`src/rtl/assert_macros.svh`:
```
// Assertion macros for the RTL file that carries checks.
// Each macro samples on the rising edge of clock and is off during reset.
`ifndef ASSERT_MACROS_SVH
`define ASSERT_MACROS_SVH

// Same-cycle implication.
`define ASSERT_IMPLIES(label, ante, cons, msg) \
   label: assert property (@(posedge clock) disable iff (reset) (ante) |-> (cons)) \
      else $error(msg);

// Next-cycle implication.
`define ASSERT_NEXT(label, ante, cons, msg) \
   label: assert property (@(posedge clock) disable iff (reset) (ante) |=> (cons)) \
      else $error(msg);

`endif

```
`src/rtl/odi_pkg.sv`:
```
`default_nettype none
package odi_pkg;

   // Field widths of the input and result items.
   localparam int VEL_W   = 16;
   localparam int RATE_W  = 24;
   localparam int DT_W    = 16;
   localparam int POS_W   = 32;
   localparam int HEAD_W  = 16;
   localparam int REQ_W   = 2 * VEL_W + RATE_W + DT_W;
   localparam int RSP_W   = 2 * POS_W + HEAD_W;

   // Internal arithmetic widths.
   localparam int CS_W    = 32;                 // Q2.30 cosine and sine, CORDIC angle
   localparam int PROD_W  = VEL_W + CS_W + 1;   // rotated velocity, Q7.42
   localparam int SCALE_W = PROD_W + DT_W;      // velocity times time, Q58
   localparam int RPROD_W = RATE_W + DT_W;      // turn rate times time
   localparam int DSHIFT  = 42;                 // Q58 down to Q16.16
   localparam int DELTA_W = SCALE_W - DSHIFT;   // position step
   localparam int HSHIFT  = 16;                 // 2^-32 turn down to 2^-16 turn

   // CORDIC constants.
   localparam int ATAN_ENTRIES  = 24;
   localparam int STEP_W        = $clog2(ATAN_ENTRIES);
   localparam int TRIG_STEPS_DEF = 16;
   localparam logic signed [CS_W-1:0] KINV_Q30 = 32'sd652032874;

   // Arctangent of 2^-i in 2^-32 turn units.
   function automatic logic signed [CS_W-1:0] atan_turn(input logic [STEP_W-1:0] idx);
      logic signed [CS_W-1:0] val;
      unique case (idx)
         5'd0:    val = 32'sd536870912;
         5'd1:    val = 32'sd316933406;
         5'd2:    val = 32'sd167458907;
         5'd3:    val = 32'sd85004756;
         5'd4:    val = 32'sd42667331;
         5'd5:    val = 32'sd21354465;
         5'd6:    val = 32'sd10679838;
         5'd7:    val = 32'sd5340245;
         5'd8:    val = 32'sd2670163;
         5'd9:    val = 32'sd1335087;
         5'd10:   val = 32'sd667544;
         5'd11:   val = 32'sd333772;
         5'd12:   val = 32'sd166886;
         5'd13:   val = 32'sd83443;
         5'd14:   val = 32'sd41722;
         5'd15:   val = 32'sd20861;
         5'd16:   val = 32'sd10430;
         5'd17:   val = 32'sd5215;
         5'd18:   val = 32'sd2608;
         5'd19:   val = 32'sd1304;
         5'd20:   val = 32'sd652;
         5'd21:   val = 32'sd326;
         5'd22:   val = 32'sd163;
         5'd23:   val = 32'sd81;
         default: val = '0;
      endcase
      return val;
   endfunction

endpackage
`default_nettype wire

```
`src/rtl/odi_cordic.sv`:
```
`default_nettype none
module odi_cordic #(
   parameter int TRIG_STEPS = odi_pkg::TRIG_STEPS_DEF
) (
   input  wire logic                              clock,
   input  wire logic                              reset,
   input  wire logic                              start,
   input  wire logic [odi_pkg::HEAD_W-1:0]        heading,
   output logic                                   done,
   output logic signed [odi_pkg::CS_W-1:0]        cos_out,
   output logic signed [odi_pkg::CS_W-1:0]        sin_out
);
   import odi_pkg::*;

   logic                     busy_ff, busy_in;
   logic                     done_ff, done_in;
   logic [STEP_W-1:0]        step_ff, step_in;
   logic signed [CS_W-1:0]   x_ff, x_in;
   logic signed [CS_W-1:0]   y_ff, y_in;
   logic signed [CS_W-1:0]   z_ff, z_in;
   logic signed [CS_W-1:0]   x_sh;
   logic signed [CS_W-1:0]   y_sh;
   logic signed [CS_W-1:0]   atan_val;
   logic                     last_step;
   logic                     swap_half;

   assign last_step = (step_ff == STEP_W'(TRIG_STEPS - 1));
   assign x_sh      = x_ff >>> step_ff;
   assign y_sh      = y_ff >>> step_ff;
   assign atan_val  = atan_turn(step_ff);

   // Headings in the second or third quadrant are turned by half a turn and
   // the start vector is negated, which keeps the residual angle small.
   assign swap_half = heading[HEAD_W-1] ^ heading[HEAD_W-2];

   // One micro-rotation per cycle.
   always_comb begin
      busy_in = busy_ff;
      done_in = busy_ff && last_step;
      step_in = step_ff;
      x_in    = x_ff;
      y_in    = y_ff;
      z_in    = z_ff;
      if (start) begin
         busy_in = 1'b1;
         step_in = '0;
         x_in    = swap_half ? -KINV_Q30 : KINV_Q30;
         y_in    = '0;
         z_in    = {heading[HEAD_W-2], heading[HEAD_W-2:0], {(CS_W-HEAD_W){1'b0}}};
      end else if (busy_ff) begin
         if (!z_ff[CS_W-1]) begin
            x_in = x_ff - y_sh;
            y_in = y_ff + x_sh;
            z_in = z_ff - atan_val;
         end else begin
            x_in = x_ff + y_sh;
            y_in = y_ff - x_sh;
            z_in = z_ff + atan_val;
         end
         step_in = step_ff + STEP_W'(1);
         if (last_step) begin
            busy_in = 1'b0;
         end
      end
   end

   always_ff @(posedge clock) begin
      if (reset) begin
         busy_ff <= 1'b0;
         done_ff <= 1'b0;
         step_ff <= '0;
      end else begin
         busy_ff <= busy_in;
         done_ff <= done_in;
         step_ff <= step_in;
      end
   end

   always_ff @(posedge clock) begin
      x_ff <= x_in;
      y_ff <= y_in;
      z_ff <= z_in;
   end

   assign done    = done_ff;
   assign cos_out = x_ff;
   assign sin_out = y_ff;

endmodule
`default_nettype wire

```
`src/rtl/odi_rotate.sv`:
```
`default_nettype none
module odi_rotate (
   input  wire logic                              clock,
   input  wire logic                              reset,
   input  wire logic                              start,
   input  wire logic signed [odi_pkg::CS_W-1:0]   cos_in,
   input  wire logic signed [odi_pkg::CS_W-1:0]   sin_in,
   input  wire logic signed [odi_pkg::VEL_W-1:0]  vel_x,
   input  wire logic signed [odi_pkg::VEL_W-1:0]  vel_y,
   output logic                                   done,
   output logic signed [odi_pkg::PROD_W-1:0]      prod_x,
   output logic signed [odi_pkg::PROD_W-1:0]      prod_y
);
   import odi_pkg::*;

   localparam int CNT_W = $clog2(VEL_W);

   logic                      busy_ff, busy_in;
   logic                      done_ff, done_in;
   logic [CNT_W-1:0]          cnt_ff, cnt_in;
   logic [VEL_W-1:0]          vx_sr_ff, vx_sr_in;
   logic [VEL_W-1:0]          vy_sr_ff, vy_sr_in;
   logic signed [PROD_W-1:0]  c_sh_ff, c_sh_in;
   logic signed [PROD_W-1:0]  s_sh_ff, s_sh_in;
   logic signed [PROD_W-1:0]  acc_x_ff, acc_x_in;
   logic signed [PROD_W-1:0]  acc_y_ff, acc_y_in;
   logic signed [PROD_W-1:0]  term_x;
   logic signed [PROD_W-1:0]  term_y;
   logic                      last_bit;

   assign last_bit = (cnt_ff == CNT_W'(VEL_W - 1));

   // Partial products for the current velocity bits: vx*c - vy*s and vx*s + vy*c.
   assign term_x = (vx_sr_ff[0] ? c_sh_ff : '0) - (vy_sr_ff[0] ? s_sh_ff : '0);
   assign term_y = (vx_sr_ff[0] ? s_sh_ff : '0) + (vy_sr_ff[0] ? c_sh_ff : '0);

   // One bit of each velocity per cycle, least significant first; the sign bit
   // carries negative weight.
   always_comb begin
      busy_in  = busy_ff;
      done_in  = busy_ff && last_bit;
      cnt_in   = cnt_ff;
      vx_sr_in = vx_sr_ff;
      vy_sr_in = vy_sr_ff;
      c_sh_in  = c_sh_ff;
      s_sh_in  = s_sh_ff;
      acc_x_in = acc_x_ff;
      acc_y_in = acc_y_ff;
      if (start) begin
         busy_in  = 1'b1;
         cnt_in   = '0;
         vx_sr_in = vel_x;
         vy_sr_in = vel_y;
         c_sh_in  = PROD_W'(cos_in);
         s_sh_in  = PROD_W'(sin_in);
         acc_x_in = '0;
         acc_y_in = '0;
      end else if (busy_ff) begin
         acc_x_in = last_bit ? acc_x_ff - term_x : acc_x_ff + term_x;
         acc_y_in = last_bit ? acc_y_ff - term_y : acc_y_ff + term_y;
         vx_sr_in = vx_sr_ff >> 1;
         vy_sr_in = vy_sr_ff >> 1;
         c_sh_in  = c_sh_ff <<< 1;
         s_sh_in  = s_sh_ff <<< 1;
         cnt_in   = cnt_ff + CNT_W'(1);
         if (last_bit) begin
            busy_in = 1'b0;
         end
      end
   end

   always_ff @(posedge clock) begin
      if (reset) begin
         busy_ff <= 1'b0;
         done_ff <= 1'b0;
         cnt_ff  <= '0;
      end else begin
         busy_ff <= busy_in;
         done_ff <= done_in;
         cnt_ff  <= cnt_in;
      end
   end

   always_ff @(posedge clock) begin
      vx_sr_ff <= vx_sr_in;
      vy_sr_ff <= vy_sr_in;
      c_sh_ff  <= c_sh_in;
      s_sh_ff  <= s_sh_in;
      acc_x_ff <= acc_x_in;
      acc_y_ff <= acc_y_in;
   end

   assign done   = done_ff;
   assign prod_x = acc_x_ff;
   assign prod_y = acc_y_ff;

endmodule
`default_nettype wire

```
`src/rtl/odi_scale.sv`:
```
`default_nettype none
module odi_scale (
   input  wire logic                               clock,
   input  wire logic                               reset,
   input  wire logic                               start,
   input  wire logic signed [odi_pkg::PROD_W-1:0]  prod_x,
   input  wire logic signed [odi_pkg::PROD_W-1:0]  prod_y,
   input  wire logic signed [odi_pkg::RATE_W-1:0]  turn_rate,
   input  wire logic [odi_pkg::DT_W-1:0]           elapsed_time,
   output logic                                    done,
   output logic signed [odi_pkg::DELTA_W-1:0]      delta_x,
   output logic signed [odi_pkg::DELTA_W-1:0]      delta_y,
   output logic [odi_pkg::HEAD_W-1:0]              delta_heading
);
   import odi_pkg::*;

   localparam int CNT_W = $clog2(DT_W);
   // Rounding offsets: half of the last kept bit, added up front.
   localparam logic signed [SCALE_W-1:0] ROUND_POS  = SCALE_W'(1) <<< (DSHIFT - 1);
   localparam logic signed [RPROD_W-1:0] ROUND_HEAD = RPROD_W'(1) <<< (HSHIFT - 1);

   logic                       busy_ff, busy_in;
   logic                       done_ff, done_in;
   logic [CNT_W-1:0]           cnt_ff, cnt_in;
   logic [DT_W-1:0]            dt_sr_ff, dt_sr_in;
   logic signed [SCALE_W-1:0]  px_sh_ff, px_sh_in;
   logic signed [SCALE_W-1:0]  py_sh_ff, py_sh_in;
   logic signed [RPROD_W-1:0]  r_sh_ff, r_sh_in;
   logic signed [SCALE_W-1:0]  acc_x_ff, acc_x_in;
   logic signed [SCALE_W-1:0]  acc_y_ff, acc_y_in;
   logic signed [RPROD_W-1:0]  acc_r_ff, acc_r_in;
   logic                       last_bit;

   assign last_bit = (cnt_ff == CNT_W'(DT_W - 1));

   // One bit of the elapsed time per cycle, least significant first, shared by
   // both position products and the heading product.
   always_comb begin
      busy_in  = busy_ff;
      done_in  = busy_ff && last_bit;
      cnt_in   = cnt_ff;
      dt_sr_in = dt_sr_ff;
      px_sh_in = px_sh_ff;
      py_sh_in = py_sh_ff;
      r_sh_in  = r_sh_ff;
      acc_x_in = acc_x_ff;
      acc_y_in = acc_y_ff;
      acc_r_in = acc_r_ff;
      if (start) begin
         busy_in  = 1'b1;
         cnt_in   = '0;
         dt_sr_in = elapsed_time;
         px_sh_in = SCALE_W'(prod_x);
         py_sh_in = SCALE_W'(prod_y);
         r_sh_in  = RPROD_W'(turn_rate);
         acc_x_in = ROUND_POS;
         acc_y_in = ROUND_POS;
         acc_r_in = ROUND_HEAD;
      end else if (busy_ff) begin
         if (dt_sr_ff[0]) begin
            acc_x_in = acc_x_ff + px_sh_ff;
            acc_y_in = acc_y_ff + py_sh_ff;
            acc_r_in = acc_r_ff + r_sh_ff;
         end
         dt_sr_in = dt_sr_ff >> 1;
         px_sh_in = px_sh_ff <<< 1;
         py_sh_in = py_sh_ff <<< 1;
         r_sh_in  = r_sh_ff <<< 1;
         cnt_in   = cnt_ff + CNT_W'(1);
         if (last_bit) begin
            busy_in = 1'b0;
         end
      end
   end

   always_ff @(posedge clock) begin
      if (reset) begin
         busy_ff <= 1'b0;
         done_ff <= 1'b0;
         cnt_ff  <= '0;
      end else begin
         busy_ff <= busy_in;
         done_ff <= done_in;
         cnt_ff  <= cnt_in;
      end
   end

   always_ff @(posedge clock) begin
      dt_sr_ff <= dt_sr_in;
      px_sh_ff <= px_sh_in;
      py_sh_ff <= py_sh_in;
      r_sh_ff  <= r_sh_in;
      acc_x_ff <= acc_x_in;
      acc_y_ff <= acc_y_in;
      acc_r_ff <= acc_r_in;
   end

   // Dropping the low bits floors; the offset added at start makes it round.
   assign done          = done_ff;
   assign delta_x       = acc_x_ff[SCALE_W-1:DSHIFT];
   assign delta_y       = acc_y_ff[SCALE_W-1:DSHIFT];
   assign delta_heading = acc_r_ff[HSHIFT+HEAD_W-1:HSHIFT];

endmodule
`default_nettype wire

```
`src/rtl/planar_odometry_integrator_top.sv`:
```
// A velocity item is taken when ready and gives no result; the next item may follow at once.
// A tick item runs the TRIG_STEPS CORDIC iterations, then the bit-serial rotation over the
// velocity bits, then the time scaling over the elapsed-time bits, and commits its result.
// The input is ready again with the result, so a tick is not taken while one is in flight.
// A result still held at the output stalls only the commit of the next tick.
// Synchronous active-high reset clears positions, heading and stored velocities.
`default_nettype none
`include "assert_macros.svh"
module planar_odometry_integrator_top #(
   parameter int TRIG_STEPS = odi_pkg::TRIG_STEPS_DEF
) (
   input  wire logic                         clock,
   input  wire logic                         reset,
   input  wire logic                         req_tvalid,
   output logic                              req_tready,
   // velocity_x [15:0], velocity_y [31:16], turn_rate [55:32], elapsed_time [71:56]
   input  wire logic [odi_pkg::REQ_W-1:0]    req_tdata,
   // command [0]
   input  wire logic                         req_tuser,
   output logic                              rsp_tvalid,
   input  wire logic                         rsp_tready,
   // position_x [31:0], position_y [63:32], heading_angle [79:64]
   output logic [odi_pkg::RSP_W-1:0]         rsp_tdata
);
   import odi_pkg::*;

   localparam logic [2:0] ST_IDLE  = 3'd0;
   localparam logic [2:0] ST_TRIG  = 3'd1;
   localparam logic [2:0] ST_ROT   = 3'd2;
   localparam logic [2:0] ST_SCALE = 3'd3;
   localparam logic [2:0] ST_FIN   = 3'd4;

   localparam logic CMD_SET_VEL = 1'b0;
   localparam logic CMD_TICK    = 1'b1;

   localparam logic signed [POS_W-1:0] POS_MAX = {1'b0, {(POS_W-1){1'b1}}};
   localparam logic signed [POS_W-1:0] POS_MIN = {1'b1, {(POS_W-1){1'b0}}};

   logic [2:0]                 state_ff, state_in;
   logic signed [POS_W-1:0]    pos_x_ff, pos_x_in;
   logic signed [POS_W-1:0]    pos_y_ff, pos_y_in;
   logic [HEAD_W-1:0]          heading_ff, heading_in;
   logic signed [VEL_W-1:0]    vel_x_ff, vel_x_in;
   logic signed [VEL_W-1:0]    vel_y_ff, vel_y_in;
   logic signed [RATE_W-1:0]   rate_ff, rate_in;
   logic [DT_W-1:0]            dt_ff, dt_in;
   logic                       rsp_valid_ff, rsp_valid_in;
   logic [RSP_W-1:0]           rsp_data_ff, rsp_data_in;

   logic                       req_accept;
   logic                       vel_accept;
   logic                       tick_start;
   logic                       rsp_load;
   logic                       cordic_done;
   logic                       rot_done;
   logic                       scale_done;
   logic signed [CS_W-1:0]     cos_val;
   logic signed [CS_W-1:0]     sin_val;
   logic signed [PROD_W-1:0]   prod_x;
   logic signed [PROD_W-1:0]   prod_y;
   logic signed [DELTA_W-1:0]  delta_x;
   logic signed [DELTA_W-1:0]  delta_y;
   logic [HEAD_W-1:0]          delta_heading;
   logic signed [POS_W:0]      sum_x;
   logic signed [POS_W:0]      sum_y;
   logic signed [POS_W-1:0]    new_pos_x;
   logic signed [POS_W-1:0]    new_pos_y;
   logic [HEAD_W-1:0]          new_heading;
   logic [RSP_W-1:0]           pose;

   assign req_tready = (state_ff == ST_IDLE);
   assign req_accept = req_tvalid && req_tready;
   assign vel_accept = req_accept && (req_tuser == CMD_SET_VEL);
   assign tick_start = req_accept && (req_tuser == CMD_TICK);
   assign rsp_load   = (state_ff == ST_FIN) && (!rsp_valid_ff || rsp_tready);

   odi_cordic #(
      .TRIG_STEPS (TRIG_STEPS)
   ) u_cordic (
      .clock   (clock),
      .reset   (reset),
      .start   (tick_start),
      .heading (heading_ff),
      .done    (cordic_done),
      .cos_out (cos_val),
      .sin_out (sin_val)
   );

   odi_rotate u_rotate (
      .clock  (clock),
      .reset  (reset),
      .start  (cordic_done),
      .cos_in (cos_val),
      .sin_in (sin_val),
      .vel_x  (vel_x_ff),
      .vel_y  (vel_y_ff),
      .done   (rot_done),
      .prod_x (prod_x),
      .prod_y (prod_y)
   );

   odi_scale u_scale (
      .clock         (clock),
      .reset         (reset),
      .start         (rot_done),
      .prod_x        (prod_x),
      .prod_y        (prod_y),
      .turn_rate     (rate_ff),
      .elapsed_time  (dt_ff),
      .done          (scale_done),
      .delta_x       (delta_x),
      .delta_y       (delta_y),
      .delta_heading (delta_heading)
   );

   // Saturating position update and wrapping heading update.
   assign sum_x       = (POS_W+1)'(pos_x_ff) + (POS_W+1)'(delta_x);
   assign sum_y       = (POS_W+1)'(pos_y_ff) + (POS_W+1)'(delta_y);
   assign new_pos_x   = (sum_x[POS_W] != sum_x[POS_W-1]) ?
                        (sum_x[POS_W] ? POS_MIN : POS_MAX) : sum_x[POS_W-1:0];
   assign new_pos_y   = (sum_y[POS_W] != sum_y[POS_W-1]) ?
                        (sum_y[POS_W] ? POS_MIN : POS_MAX) : sum_y[POS_W-1:0];
   assign new_heading = heading_ff + delta_heading;

   // Sequencer over the three engines.
   always_comb begin
      state_in = state_ff;
      unique case (state_ff)
         ST_IDLE:  if (tick_start) begin
                      state_in = ST_TRIG;
                   end
         ST_TRIG:  if (cordic_done) begin
                      state_in = ST_ROT;
                   end
         ST_ROT:   if (rot_done) begin
                      state_in = ST_SCALE;
                   end
         ST_SCALE: if (scale_done) begin
                      state_in = ST_FIN;
                   end
         ST_FIN:   if (rsp_load) begin
                      state_in = ST_IDLE;
                   end
         default:  state_in = ST_IDLE;
      endcase
   end

   // Stored velocities, tick time and accumulated pose.
   always_comb begin
      vel_x_in   = vel_x_ff;
      vel_y_in   = vel_y_ff;
      rate_in    = rate_ff;
      dt_in      = dt_ff;
      pos_x_in   = pos_x_ff;
      pos_y_in   = pos_y_ff;
      heading_in = heading_ff;
      if (vel_accept) begin
         vel_x_in = req_tdata[VEL_W-1:0];
         vel_y_in = req_tdata[2*VEL_W-1:VEL_W];
         rate_in  = req_tdata[2*VEL_W+RATE_W-1:2*VEL_W];
      end
      if (tick_start) begin
         dt_in = req_tdata[REQ_W-1:2*VEL_W+RATE_W];
      end
      if (rsp_load) begin
         pos_x_in   = new_pos_x;
         pos_y_in   = new_pos_y;
         heading_in = new_heading;
      end
   end

   // Output register: holds the result until the consumer takes it.
   always_comb begin
      rsp_valid_in = rsp_valid_ff;
      rsp_data_in  = rsp_data_ff;
      if (rsp_load) begin
         rsp_valid_in = 1'b1;
         rsp_data_in  = {new_heading, new_pos_y, new_pos_x};
      end else if (rsp_tready) begin
         rsp_valid_in = 1'b0;
      end
   end

   always_ff @(posedge clock) begin
      if (reset) begin
         state_ff     <= ST_IDLE;
         rsp_valid_ff <= 1'b0;
         pos_x_ff     <= '0;
         pos_y_ff     <= '0;
         heading_ff   <= '0;
         vel_x_ff     <= '0;
         vel_y_ff     <= '0;
         rate_ff      <= '0;
      end else begin
         state_ff     <= state_in;
         rsp_valid_ff <= rsp_valid_in;
         pos_x_ff     <= pos_x_in;
         pos_y_ff     <= pos_y_in;
         heading_ff   <= heading_in;
         vel_x_ff     <= vel_x_in;
         vel_y_ff     <= vel_y_in;
         rate_ff      <= rate_in;
      end
   end

   always_ff @(posedge clock) begin
      dt_ff       <= dt_in;
      rsp_data_ff <= rsp_data_in;
   end

   assign rsp_tvalid = rsp_valid_ff;
   assign rsp_tdata  = rsp_data_ff;

   // The whole pose, as one vector for the checks below.
   assign pose = {heading_ff, pos_y_ff, pos_x_ff};

   // A velocity item never moves the pose.
   `ASSERT_NEXT(a_vel_keeps_pose, vel_accept, $stable(pose), "velocity item moved the pose")
   // The heading only changes when a result is committed.
   `ASSERT_NEXT(a_heading_on_load, !rsp_load, $stable(heading_ff), "heading moved with no result")
   // The CORDIC and scaling engines finish only while the sequencer waits for them.
   `ASSERT_IMPLIES(a_cordic_in_trig, cordic_done, state_ff == ST_TRIG, "CORDIC done out of turn")
   `ASSERT_IMPLIES(a_scale_in_scale, scale_done, state_ff == ST_SCALE, "scaling done out of turn")

endmodule
`default_nettype wire
```
`config.mk`:
```
export PLATFORM = sky130hd
export DESIGN_NAME = planar_odometry_integrator_top
export DESIGN_NICKNAME = d
export VERILOG_FILES = /design/src/rtl/odi_pkg.sv /design/src/rtl/odi_cordic.sv /design/src/rtl/odi_rotate.sv /design/src/rtl/odi_scale.sv /design/src/rtl/planar_odometry_integrator_top.sv
export VERILOG_INCLUDE_DIRS = /design/src /design/src/rtl
export SDC_FILE = /design/constraint.sdc
export NUM_CORES = 2
export LEC_CHECK = 0
export BUFFER_PORTS_ARGS = -buffer_cell sky130_fd_sc_hd__buf_2
export CAP_MARGIN = 25
export CORE_UTILIZATION = 65
export DETAILED_ROUTE_END_ITERATION = 7
export GPL_TIMING_DRIVEN = 0
export PLACE_DENSITY = 0.82
export SYNTH_ARGS = -nofsm -noshare
export SYNTH_HDL_FRONTEND = slang
export SYNTH_SLANG_ARGS = --single-unit
```
`constraint.sdc`:
```
create_clock -name clock -period 9.6 [get_ports clock]
set_clock_uncertainty 0.05 [all_clocks]
set_input_delay 2.4 -clock clock [delete_from_list [all_inputs] [get_ports clock]]
set_output_delay 2.4 -clock clock [all_outputs]
set_load 0.005 [all_outputs]
```
==> metrics.txt <==
CP Launch Type=register; post-CTS setup repair buffer count=0; Routed WL=~230,000 um; nets=9,054; CTS tree=done; pin count of the biggest net entering global routing=98; Sink Count=between 900 and 1k; status=finished, final reports clean; most frequent cells in the layout=902 x nand2_1, 843 x a21oi_1, 665 x nor2_1; Worst slew margin=between 10% and 20%; Mapped Nets=8,772; RSZ-0062 raised after global routing=no; area grow syn2layout=8.80%; Fmax=109 MHz; Crit. End Element=register; CTS root buf=clkbuf_16; EDFF count, synth=452; max_cap viols=0; CP Max Fanout=10; Chip Width=between 300 and 400 um; vias per std cell=~6.5; crit path buf inv count=4; synthesis-stage register bit count=between 900 and 1k; # port buffers=approximately 160; Remaining DRCs=0; slew at the pin with the worst max-slew slack=roughly 1.2 ns; crit path kind=register to register; final worst setup slack=0.428 ns; Num CTS Buffers=around 100; Via Count=64.8k; Synth Flop Type=dfxtp_1; cell mode on critical path=a21oi_1; layout cells sized above 1=under 10%; DRT iter0 DRCs=just under 7k; Reg area=approximately 24,000 um2; WP data arrival=9.70 ns; total track usage=roughly two fifths; post-route ant nets=0; Crit path max-delay family=compound AO/OA/AOI/OAI gates; CTS H-tree lvls=3; CP required=just over 10 ns; Initial Util=approximately two thirds; row count=between 100 and 150; Power Dens Cells=just under 200 nW/um2; Core Box Area=108,000 um2; async set-reset flop share out of synthesis=0%; syn_area_per_cell=a little under 9 um2; clk buf depth=3; die height=332 um; Seq/Total Area, Yosys=approximately a third; worst-skew pair later-pin latency=slightly above 0.7 ns; Ys Warns=0; Final setup violation count=0; first-pass GRT wire length=345,000 um; final RePlAce weighted congestion=1.03; Cell variety after synth=around 110; total congestion overflow=0; initial antenna violation count=3; worst min path class=register to register; I/O pins=159; Period minus WS final=9.17 ns; Slowest cell on crit path=nor3b_1; post-place setup slack=between 0.4 and 0.5 ns; dpl hpwl=between 150,000 and 200,000 um; crit share post-route=a little over nine tenths; filler cell count=approximately 8.3k; Post-Syn Area=71,000 um2; Die Area=about 110,000 um2; clk slew on worst S/H paths=approximately 0.06 ns; maximum ir drop on the vdd rail=approximately 0.00033 V; Setup TNS=0 ns; Syn Inst Count=roughly 8.1k; routed length per placed instance=23.0 um; vias in the first global route=between 60k and 70k; area of the multi-input gates=between 40,000 and 50,000 um2; most common cell after layout, fill and taps aside=nand2_1; Final Hold Viols=0; TritonRoute pass-1 iters=8; Max Slew Vio Count=0; crit-path max cell delay=0.57 ns; P_leak=0.0323 uW
layout make-up:
| class | count | share of cell area (%) |
|---|---|---|
| multi-input combinational | 6534 | 58.2 |
| clock buffer | 137 | 3.55 |
| tap | 1403 | 2.27 |
| sequential | 949 | 30.5 |
| buffer | 361 | 1.86 |
| antenna | 2 | 0.00648 |
| inverter | 299 | 1.46 |
| timing repair buffer | 179 | 1.48 |
| clock inverter | 52 | 0.757 |
power by group:
group          internal [uW]  total (uW)  leakage (uW)  switching [uW]
sequential              4670        5310       0.00819             638
clock                   2240        3960       0.00159            1720
combinational           2500        5740        0.0225            3240
total                   9410       15000        0.0323            5600
Yosys cell counts, types with 18 or more instances:
cell type	instances	share of area, %
a211o_1	31	0.38
a211oi_1	74	0.78
a21o_1	281	3.0
a21oi_1	843	5.9
a311oi_1	18	0.22
a31oi_1	69	0.61
and2_1	197	1.7
and3_1	74	0.65
buf_1	44	0.23
clkbuf_1	293	1.5
dfxtp_1	497	14
edfxtp_1	452	19
ha_1	539	9.5
inv_1	292	1.5
maj3_1	22	0.31
mux2_2	255	4.0
mux2i_1	146	2.1
mux4_2	75	2.4
nand2_1	902	4.8
nand2b_1	89	0.78
nand3_1	124	0.87
nand4_1	61	0.54
nor2_1	665	3.5
nor2b_1	76	0.67
nor3_1	127	0.90
nor3b_1	30	0.32
nor4_1	21	0.19
o211ai_1	61	0.65
o21a_1	91	0.96
o21ai_0	550	3.9
o21bai_1	75	0.79
o31ai_1	30	0.32
or3_1	40	0.35
xnor2_1	357	4.4
xor2_1	272	3.4
metrics by stage:
stage	instances	hold WS (ns)	cell area, um2	util, %	power, uW
after global routing	9914	0.424	77200	71.7	15700
after CTS	9910	0.406	77200	71.7	14800
after detailed placement	9721	0.397	73800	68.6	10900
final	9916	0.402	77200	71.7	15000
after floorplan	8143	0.382	71000	-	9440
after global placement	9703	0.389	73500	68.3	10700
logic make-up after synthesis:
logic type                 after synthesis  share of synthesized area, %
DFF                                    949                          33.1
adders and majority gates              574                          10.2
buffers and inverters                  660                          3.59
muxes                                  476                          8.49
xor gates and xnor gates               630                          7.79
and+or+nand+nor                       2496                          16.4
AOI/OAI and AO/OA                     2358                          20.5
flip-flops by register name, summed over array words and instances, names as in the netlist, 24 cells and up:
register	count
pos_x_ff	32
pos_y_ff	32
u_scale.acc_r_ff	32
u_cordic.atan_val	30
rsp_tdata	80
u_scale.acc_y_ff	65
u_cordic.z_ff	32
u_scale.acc_x_ff	65
u_rotate.s_sh_ff	49
u_rotate.prod_x	49
u_rotate.prod_y	49
u_cordic.cos_out	32
rate_ff	24
u_scale.py_sh_ff	65
u_scale.px_sh_ff	65
u_scale.r_sh_ff	32
u_rotate.c_sh_ff	49
u_cordic.sin_out	32
worst min-delay path: cells and delay by family, from the launching register on:
kind	cells	cell delay [ns]
simple gates	1	0.05
flops	1	0.31
compound gates	1	0.05
repair_timing:
| action | CTS | global route |
|---|---|---|
| endpoints found under the setup margin | 0 | 1 |
| hold buffers | 0 | 0 |
| gates resized for setup | 0 | 5 |
path summary, 6_finish.rpt:
check,endpoint,start,slack [ns],cells past startpoint
max reg2reg,u_rotate.prod_x[48],u_rotate.vy_sr_ff[0],0.43,32
min reg2reg,vel_x_ff[7],vel_x_ff[7],0.40,2
min,vel_x_ff[7],vel_x_ff[7],0.40,2
max,u_rotate.prod_x[48],u_rotate.vy_sr_ff[0],0.43,32
metal layers:
layer,GRT usage [%],up-vias,share of wire (%),wire length (um)
li1,-,30048,-,-
met1,52.4,30842,41,93400
met2,62.5,3226,44,100000
met3,6.98,687,9.3,21200
met4,20.3,4,5.7,13000
met5,0,-,0.010,23
No activity file was read; power rests on OpenSTA's default activity.
